## src/hw/rtl/psr_pkg.sv

```systemverilog
// Package for the clamped PI speed regulator.
// Holds the mode codes, the register indexes, the reset values and the register bank type.
// It depends on nothing. The register interface, the top, the register bank and the core import it.
package psr_pkg;

  typedef enum logic [1:0] {
    FUNC_STOP = 2'd0,
    FUNC_FWD  = 2'd1,
    FUNC_REV  = 2'd2,
    FUNC_HOLD = 2'd3
  } func_t;

  typedef logic [2:0] cfg_idx_t;

  localparam cfg_idx_t CFG_SETPOINT  = 3'd0;
  localparam cfg_idx_t CFG_PROP_GAIN = 3'd1;
  localparam cfg_idx_t CFG_INTEG_GAIN = 3'd2;
  localparam cfg_idx_t CFG_ERR_LIMIT = 3'd3;
  localparam cfg_idx_t CFG_DRIVE_MIN = 3'd4;
  localparam cfg_idx_t CFG_DRIVE_MAX = 3'd5;

  localparam logic [15:0] RST_SETPOINT   = 16'd0;
  localparam logic [15:0] RST_PROP_GAIN  = 16'd66;
  localparam logic [15:0] RST_INTEG_GAIN = 16'd197;
  localparam logic [15:0] RST_ERR_LIMIT  = 16'd2500;
  localparam logic [7:0]  RST_DRIVE_MIN  = 8'd20;
  localparam logic [7:0]  RST_DRIVE_MAX  = 8'd255;

  typedef struct packed {
    logic [15:0] setpoint_period;
    logic [15:0] prop_gain;
    logic [15:0] integ_gain;
    logic [15:0] error_limit;
    logic [7:0]  drive_min;
    logic [7:0]  drive_max;
  } psr_cfg_t;

endpackage

```

## src/hw/rtl/psr_in_if.sv

```systemverilog
// Input channel of the regulator: one word carries a mode and a measured period.
// It depends on nothing.
interface psr_in_if;
  logic        valid;
  logic        ready;
  logic [1:0]  func;
  logic [15:0] measured_period;

  modport source (output valid, output func, output measured_period, input ready);
  modport sink (input valid, input func, input measured_period, output ready);
endinterface

```

## src/hw/rtl/psr_out_if.sv

```systemverilog
// Result channel of the regulator: one word carries the drive and the integrator level.
// It depends on nothing.
interface psr_out_if;
  logic       valid;
  logic       ready;
  logic [7:0] drive;
  logic [7:0] integrator_level;

  modport source (output valid, output drive, output integrator_level, input ready);
  modport sink (input valid, input drive, input integrator_level, output ready);
endinterface

```

## src/hw/rtl/psr_core.sv

```systemverilog
// Datapath of the regulator: input register, error clamp, both gain products, drive
// and integrator clamps, integrator and result register. Depends on psr_pkg and the
// channel interfaces.
module psr_core
  import psr_pkg::*;
#(
  parameter int FRAC_BITS = 16
) (
  input  logic      clk,
  input  logic      rst,
  psr_in_if.sink    item,
  psr_out_if.source result,
  input  psr_cfg_t  regs
);

  localparam int IW  = 8 + FRAC_BITS;
  localparam int PW  = 32 + FRAC_BITS;
  localparam int SW  = PW + 2;
  localparam int DW  = SW - FRAC_BITS;
  localparam int LSH = (FRAC_BITS >= 16) ? FRAC_BITS - 16 : 0;
  localparam int RSH = (FRAC_BITS < 16) ? 16 - FRAC_BITS : 0;

  logic          s_valid;
  func_t         s_func;
  logic [15:0]   s_meas;
  logic          r_valid;
  logic [7:0]    r_drive;
  logic [7:0]    r_level;
  logic [IW-1:0] integrator;
  logic          advance;

  logic signed [17:0] err_raw, lim, err, neg_err;
  logic [15:0]        mag;
  logic [31:0]        pprod, iprod;
  logic [PW-1:0]      pmag, imag;
  logic [SW-1:0]      pext, iext;
  logic signed [SW-1:0] pterm, iterm, integ_ext, total, isum, lo_q, hi_q;
  logic [DW-1:0]      ipart;
  logic [7:0]         drive_reg;
  logic [IW-1:0]      integ_reg;
  logic [7:0]         drive_next;
  logic [IW-1:0]      integrator_next;

  assign advance      = s_valid && (!r_valid || result.ready);
  assign item.ready   = !s_valid || advance;
  assign result.valid = r_valid;
  assign result.drive = r_drive;
  assign result.integrator_level = r_level;

  always_comb begin
    err_raw = $signed({2'b00, s_meas}) - $signed({2'b00, regs.setpoint_period});
    lim     = $signed({2'b00, regs.error_limit});
    if (err_raw > lim) begin
      err = lim;
    end else if (err_raw < -lim) begin
      err = -lim;
    end else begin
      err = err_raw;
    end
    neg_err = -err;
    mag     = err[17] ? neg_err[15:0] : err[15:0];

    pprod = 32'(regs.prop_gain) * 32'(mag);
    iprod = 32'(regs.integ_gain) * 32'(mag);
    pmag  = (PW'(pprod) << LSH) >> RSH;
    imag  = (PW'(iprod) << LSH) >> RSH;
    pext  = {2'b00, pmag};
    iext  = {2'b00, imag};
    pterm = err[17] ? -$signed(pext) : $signed(pext);
    iterm = err[17] ? -$signed(iext) : $signed(iext);

    integ_ext = $signed({{(SW - IW){1'b0}}, integrator});
    total     = integ_ext + pterm;
    isum      = integ_ext + iterm;

    ipart = total[SW-1:FRAC_BITS];
    if (total < 0) begin
      drive_reg = regs.drive_min;
    end else if (ipart < {{(DW - 8){1'b0}}, regs.drive_min}) begin
      drive_reg = regs.drive_min;
    end else if (ipart > {{(DW - 8){1'b0}}, regs.drive_max}) begin
      drive_reg = regs.drive_max;
    end else begin
      drive_reg = ipart[7:0];
    end

    lo_q = $signed({{(SW - IW){1'b0}}, regs.drive_min, {FRAC_BITS{1'b0}}});
    hi_q = $signed({{(SW - IW){1'b0}}, regs.drive_max, {FRAC_BITS{1'b0}}});
    if (isum < lo_q) begin
      integ_reg = lo_q[IW-1:0];
    end else if (isum > hi_q) begin
      integ_reg = hi_q[IW-1:0];
    end else begin
      integ_reg = isum[IW-1:0];
    end

    case (s_func)
      FUNC_STOP: begin
        drive_next      = 8'd0;
        integrator_next = '0;
      end
      FUNC_FWD, FUNC_REV: begin
        drive_next      = drive_reg;
        integrator_next = integ_reg;
      end
      default: begin
        drive_next      = 8'd0;
        integrator_next = integrator;
      end
    endcase
  end

  always_ff @(posedge clk) begin
    if (rst) begin
      s_valid    <= 1'b0;
      r_valid    <= 1'b0;
      integrator <= '0;
    end else begin
      if (item.ready) begin
        s_valid <= item.valid;
      end
      if (advance) begin
        r_valid    <= 1'b1;
        integrator <= integrator_next;
      end else if (result.ready) begin
        r_valid <= 1'b0;
      end
    end
  end

  always_ff @(posedge clk) begin
    if (item.ready && item.valid) begin
      s_func <= func_t'(item.func);
      s_meas <= item.measured_period;
    end
    if (advance) begin
      r_drive <= drive_next;
      r_level <= integrator_next[IW-1:FRAC_BITS];
    end
  end

endmodule

```

## src/flat_wrapper.sv

```systemverilog
// flat-port wrapper written by rule: the top's interface ports become plain ports
module psr_core_flat import psr_pkg::*;
#(
  parameter int FRAC_BITS = 16
)
  (clk, rst, regs, item_valid, item_func, item_measured_period, item_ready, result_valid, result_drive, result_integrator_level, result_ready);
  psr_in_if item_i ();
  psr_out_if result_i ();
  input  logic clk;
  input  logic rst;
  input  psr_cfg_t regs;
  input wire logic [$bits(item_i.valid)-1:0] item_valid;
  input wire logic [$bits(item_i.func)-1:0] item_func;
  input wire logic [$bits(item_i.measured_period)-1:0] item_measured_period;
  output wire logic [$bits(item_i.ready)-1:0] item_ready;
  output wire logic [$bits(result_i.valid)-1:0] result_valid;
  output wire logic [$bits(result_i.drive)-1:0] result_drive;
  output wire logic [$bits(result_i.integrator_level)-1:0] result_integrator_level;
  input wire logic [$bits(result_i.ready)-1:0] result_ready;
  assign item_i.valid = item_valid;
  assign item_i.func = item_func;
  assign item_i.measured_period = item_measured_period;
  assign item_ready = item_i.ready;
  assign result_valid = result_i.valid;
  assign result_drive = result_i.drive;
  assign result_integrator_level = result_i.integrator_level;
  assign result_i.ready = result_ready;
  psr_core #(.FRAC_BITS(FRAC_BITS)) u_core (.clk(clk), .rst(rst), .item(item_i), .result(result_i), .regs(regs));
endmodule
```

## config.mk

```make
export PLATFORM = sky130hd
export DESIGN_NAME = psr_core_flat
export DESIGN_NICKNAME = d
export VERILOG_FILES = /design/src/hw/rtl/psr_pkg.sv /design/src/hw/rtl/psr_in_if.sv /design/src/hw/rtl/psr_out_if.sv /design/src/hw/rtl/psr_core.sv /design/src/flat_wrapper.sv
export SDC_FILE = /design/constraint.sdc
export NUM_CORES = 2
export LEC_CHECK = 0
export CORE_ASPECT_RATIO = 1.4
export CORE_MARGIN = 1.5
export CORE_UTILIZATION = 25
export CTS_BUF_LIST = sky130_fd_sc_hd__clkbuf_2
export CTS_CLUSTER_DIAMETER = 60
export DETAILED_ROUTE_END_ITERATION = 10
export DONT_BUFFER_PORTS = 1
export HOLD_SLACK_MARGIN = 0.08
export SLEW_MARGIN = 20
export SYNTH_ARGS = -nofsm -noshare
export SYNTH_HDL_FRONTEND = slang
export SYNTH_SLANG_ARGS = --single-unit
```

## constraint.sdc

```tcl
create_clock -name clk -period 17.5 [get_ports clk]
set_clock_uncertainty 0.1 [all_clocks]
set_input_delay 1.75 -clock clk [delete_from_list [all_inputs] [get_ports clk]]
set_output_delay 1.75 -clock clk [all_outputs]
set_load 0.01 [all_outputs]
```

After elaboration in Yosys (flattened, before gate mapping)

Cells that the tools add are included.

Flip-flop bits (word level): 60
Input bits: 102
Output and inout bits: 18
Logic and storage cells: 50

Add/sub/neg operators: 7
Multiply operators: 2
Magnitude comparators: 7
Eq/ne operators: 2
Multiplexer cells: 13
Reduce and logical (&&, ||, !) cells: 11

Operators with widths:

| operator              | number |
|---|---|
| $add A25 B50 Y50      | 2 |
| $mux W50              | 2 |
| $neg A32 Y50          | 2 |
| $mul A16 B16 Y32      | 2 |
| $gt A50 B25 Y1        | 1 |
| $lt A50 B1 Y1 const B | 1 |
| $lt A50 B25 Y1        | 1 |
| $mux W24              | 2 |
| $pmux W24 S2          | 1 |
| $mux W18              | 2 |
| $gt A34 B8 Y1         | 1 |
| $lt A34 B8 Y1         | 1 |
| $mux W8               | 3 |
| $gt A18 B17 Y1        | 1 |
| $lt A18 B18 Y1        | 1 |
| $neg A16 Y18          | 1 |
| $sub A16 B16 Y17      | 1 |
| $mux W16              | 1 |
| $neg A16 Y16          | 1 |
| $reduce_bool A2 Y1    | 2 |
| $eq A2 B1 Y1 const B  | 1 |
| $eq A2 B2 Y1 const B  | 1 |
| $logic_and A1 B1 Y1   | 2 |
| $logic_not A1 Y1      | 2 |
| 5 further kinds       | 7 |

Longest topological paths before layout

Word-level depth: 14
Gate-level depth with buffers: 81
Mapped depth without buffers: 77

Worst setup path after synthesis

OpenSTA, ideal clock, no wires.

Path type: input to register
Start point: input regs[68] in the netlist's numbering
End point: register u_core.r_level[7] (netlist: u_core.result.integrator_level[7]) (data pin)
Library setup time: 0.257 ns
Arrival: 16.269 ns
Data required time: 17.143 ns
Setup slack: 0.874 ns
Stages on the path: 70
Path buffers: 6
Cell sequence: inv_1 -> ha_1 -> a21o_1 -> a31oi_1 -> a21oi_1 -> o21a_1 -> o21a_1 -> nor2_1 -> o21bai_1 -> a21oi_1 -> o21bai_1 -> a21o_1 -> xor2_1 -> ha_1 -> and4_1 -> a221oi_1 -> xnor2_1 -> o21ai_2 -> [34 not listed] -> nor2b_1 -> a21oi_1 -> xnor2_1 -> ha_1 -> nor2b_1 -> nand4_1 -> nor4_1 -> nand3_1 -> nor4_1 -> nand3_1 -> nor4_1 -> nand3_1 -> o21ai_0 -> inv_1 -> or4_1 -> buf_2 -> o22a_1 -> a32o_1

Cells in the longest elaborated chain, start to end: 14
Elaborated cells between the ends (all ways): 16
Those cells by class: add/sub (4); mul (1); order compare (4); mux (7)

Ends and longest elaborated chain:

| what                           | RTL line           | RTL |
|---|---|---|
| start, declared                | flat_wrapper.sv:11 | `input psr_cfg_t regs;` |
| $sub A16 B16 Y17 *             | psr_core.sv:51     | `err_raw = $signed({2'b00, s_meas}) - $signed({2'b00, regs.setpoint_period});` |
| $lt A18 B18 Y1                 | psr_core.sv:55     | `end else if (err_raw < -lim) begin` |
| $mux W18                       | psr_core.sv:55     |  |
| $mux W18 *                     | psr_core.sv:53     | `if (err_raw > lim) begin` |
| $neg A16 Y16                   | psr_core.sv:60     | `neg_err = -err;` |
| $mux W16                       | psr_core.sv:61     | `mag = err[17] ? neg_err[15:0] : err[15:0];` |
| $mul A16 B16 Y32               | psr_core.sv:64     | `iprod = 32'(regs.integ_gain) * 32'(mag);` |
| $neg A32 Y50                   | psr_core.sv:70     | `iterm = err[17] ? -$signed(iext) : $signed(iext);` |
| $mux W50 *                     | psr_core.sv:70     |  |
| $add A25 B50 Y50 *             | psr_core.sv:74     | `isum = integ_ext + iterm;` |
| $gt A50 B25 Y1                 | psr_core.sv:91     | `end else if (isum > hi_q) begin` |
| $mux W24                       | psr_core.sv:91     |  |
| $mux W24 *                     | psr_core.sv:89     | `if (isum < lo_q) begin` |
| $pmux W24 S2 *                 | psr_core.sv:97     | `case (s_func)` |
| via u_core.integrator_next[23] | psr_core.sv:42     | `logic [IW-1:0] integrator_next;` |
| end signal, assigned           | psr_core.sv:138    | `r_level <= integrator_next[IW-1:FRAC_BITS];` |
| end, declared                  | psr_core.sv:28     | `logic [7:0] r_level;` |

The timed path passes the listed nets; every way through them passes the cells marked *.
A chain may end at the register's enable or synchronous reset.

Final worst setup path

Same ends and word-level chain as after synthesis.

==> results by group <==
Job
  – Maxcap violations: 0

Final layout
  – Share of layout cells above drive strength 1: 0.0559
  – Most flop-heavy register: u_core.integrator
  – Post-route cell area: 29700 um^2
  – Area Overhead vs Synth: 8.70%
  – Net count, final: 4121
  – Fillers: 11.8k
  – Seq. cell area: 1540 um^2
  – Multi-input logic area: 23400 um^2
  – Largest regs: u_core.integrator: 24 flops, u_core.s_meas: 16 flops
  – Largest register FFs: 24

GRT
  – Vias in the first global route: 23.9k
  – Global-route wire length before repair: 131000 um
  – Congestion Overflow GR: 0
  – Largest net degree at the start of global routing: 49
  – Total GRT Usage: 0.148
  – Initial antenna violation count: 3

Clocking
  – Clk Latency, worst-skew pair: 0.65 ns
  – Clock Pin Slew Worst Setup and Hold Paths: 0.26 ns
  – CTS sink count: 60
  – # hold bufs at CTS: 0
  – Total CTS buffers: 9
  – Root Buffer: clkbuf_2
  – Clock Tree Buf Depth: 2
  – CTS H-tree depth: 3
  – CTS tree: yes

Floorplanning
  – Cell Rows: 143
  – Die height: 394 um
  – Die footprint: 111000 um^2
  – Die Wd: 282 um
  – Core area: 108000 um^2
  – Starting Density: 0.252
  – I/O Pins: 120

Yosys
  – FFs w/ async S/R, synth: 0
  – Mapped Area: 27300 um^2
  – Syn nets: 4162
  – Largest cells by area after synthesis: fa_1, ha_1, inv_1
  – Syn Inst Count: 3330
  – Seq/Total Area, Yosys: 0.0565
  – #FFs+latches synth: 60
  – Post-synth top area share: 0.286
  – Most common flop cell mapped by yosys: edfxtp_1
  – Syn Area/Cell: 8.19 um^2
  – Count leader, synth: inv_1
  – Yosys cell types: 105
  – Yosys warning total: 0
  – Most area-hungry cell type in the Yosys netlist: fa_1
  – Top post-synthesis cells by count: inv_1, nand2_1, fa_1
  – EDFF count, synth: 34

Routing
  – Drt via density: 4.80
  – Post-DR wirelength/cell: 17.0 um
  – DRC viols: 0
  – First-pass DRT Iterations: 7
  – Initial DRC count: 1135
  – Routed Antenna Nets: 0
  – WL final: 80700 um
  – DR vias: 22.8k

Place
  – # port buffers: 0
  – Post-DP Area: 29400 um^2
  – Hpwl dp: 66900 um
  – RD Place Congestion: 0.909

STA
  – Slew @ Worst Pin: 0.999 ns
  – Fmax: 60.4 MHz
  – Final Hold Slack: 0.431 ns
  – Slew Limit Fails: 0
  – Final setup fails: 0
  – Tcrit/Tclk final: 0.947
  – Worst rel slew slack: 0.334
  – Final min period: 16.57 ns
  – RSZ-0062 raised after global routing: no
  – Final Hold Violating Endpoints: 0

Run status
  – Status: complete, no violations

Critical path
  – Crit path max fanout: 15
  – CP arrival: 16.92 ns
  – CP required: 17.85 ns
  – Startpoint class of the critical path: input port
  – Critical Path Max Stage Delay: 0.59 ns
  – CP max stage cell: or4_4
  – Kind of critical path: input port to register
  – Critical path capture point type: register

Worst hold path
  – HP Class: register to register
-- worst max-delay path, delay by kind of cell --
| family | cells | cell delay, ns |
|---|---|---|
| AND/OR/NAND/NOR | 24 | 4.89 |
| XOR/XNOR | 4 | 0.64 |
| adder cells (fa/ha/maj) | 11 | 4.91 |
| AO/OA/AOI/OAI | 23 | 4.20 |
| buffers and inverters | 6 | 0.47 |
-- routing by layer --
layer	global-route usage	part of all wire	wire, um	vias up
met3	0.0178	0.042	3420	134
met5	0	0	0	-
met2	0.273	0.52	42100	489
met4	0.0546	0.037	3000	0
li1	-	-	-	10900
met1	0.174	0.40	32100	11300
-- through the flow --
stage	setup TNS [ns]	std cells	utilization	worst slack, ns
floorplan	0	3330	-	0.874
global placement	-0.0129	4724	0.271	-0.0129
detailed placement	-0.610	4724	0.271	-0.199
CTS	0	4740	0.272	0.494
global route	0	4745	0.274	0.0169
finish	0	4745	0.274	0.931
-- cells in the final DEF, fill, tap and decap left out, drive strengths merged, types with 14 or more instances in the layout --
cell	synthesis	final
and2	244	244
o21a	32	32
xnor2	101	101
buf	18	78
nand3	44	44
dfxtp	26	26
nand2	421	421
nor2	126	126
a31oi	26	26
ha	340	340
or3	20	20
xor2	58	59
inv	549	550
o211ai	14	14
o21ai	137	137
edfxtp	34	34
nand4	27	27
a21oi	147	147
nand2b	30	30
fa	390	390
a21o	65	65
nor2b	29	29
and3	18	18
a211oi	19	19
nor3	49	49
nor4	18	18
o31ai	16	16
-- final timing paths --
path                                  startpoint                                 to  slack, ns  cells past startpoint
worst min-delay path              u_core.s_valid                u_core.result.valid       0.43                      2
worst max register to register  u_core.s_meas[4]  u_core.result.integrator_level[7]       1.52                     67
worst max-delay path                    regs[68]  u_core.result.integrator_level[7]       0.93                     68
worst min register to register    u_core.s_valid                u_core.result.valid       0.43                      2
-- area by class of cell --
class / instances / share of cell area
Clock inverter: 7 / 0.00253
Sequential cell: 60 / 0.0520
Timing Repair Buffer: 78 / 0.0227
Clock buffer: 9 / 0.00152
Inverter: 549 / 0.0695
Antenna cell: 1 / 0.0000844
Multi-Input combinational cell: 2591 / 0.791
Tap cell: 1450 / 0.0612
-- repair_timing --
action / CTS / global route
setup endpoints to repair: 0 / 40
gates resized for setup: 0 / 30
setup buffers: 0 / 3
-- kinds of logic after synthesis --
kind of cell | count (synthesis) | share of synthesized area
simple gates | 1088 | 0.203
compound gates | 594 | 0.146
flops | 60 | 0.0565
fa+ha+maj | 730 | 0.442
buf+inv | 680 | 0.0945
xor+xnor | 159 | 0.0513
mux | 19 | 0.00724
Power is not shown: default switching activity piles up to over one toggle a cycle in this logic, so the estimate is an artifact.
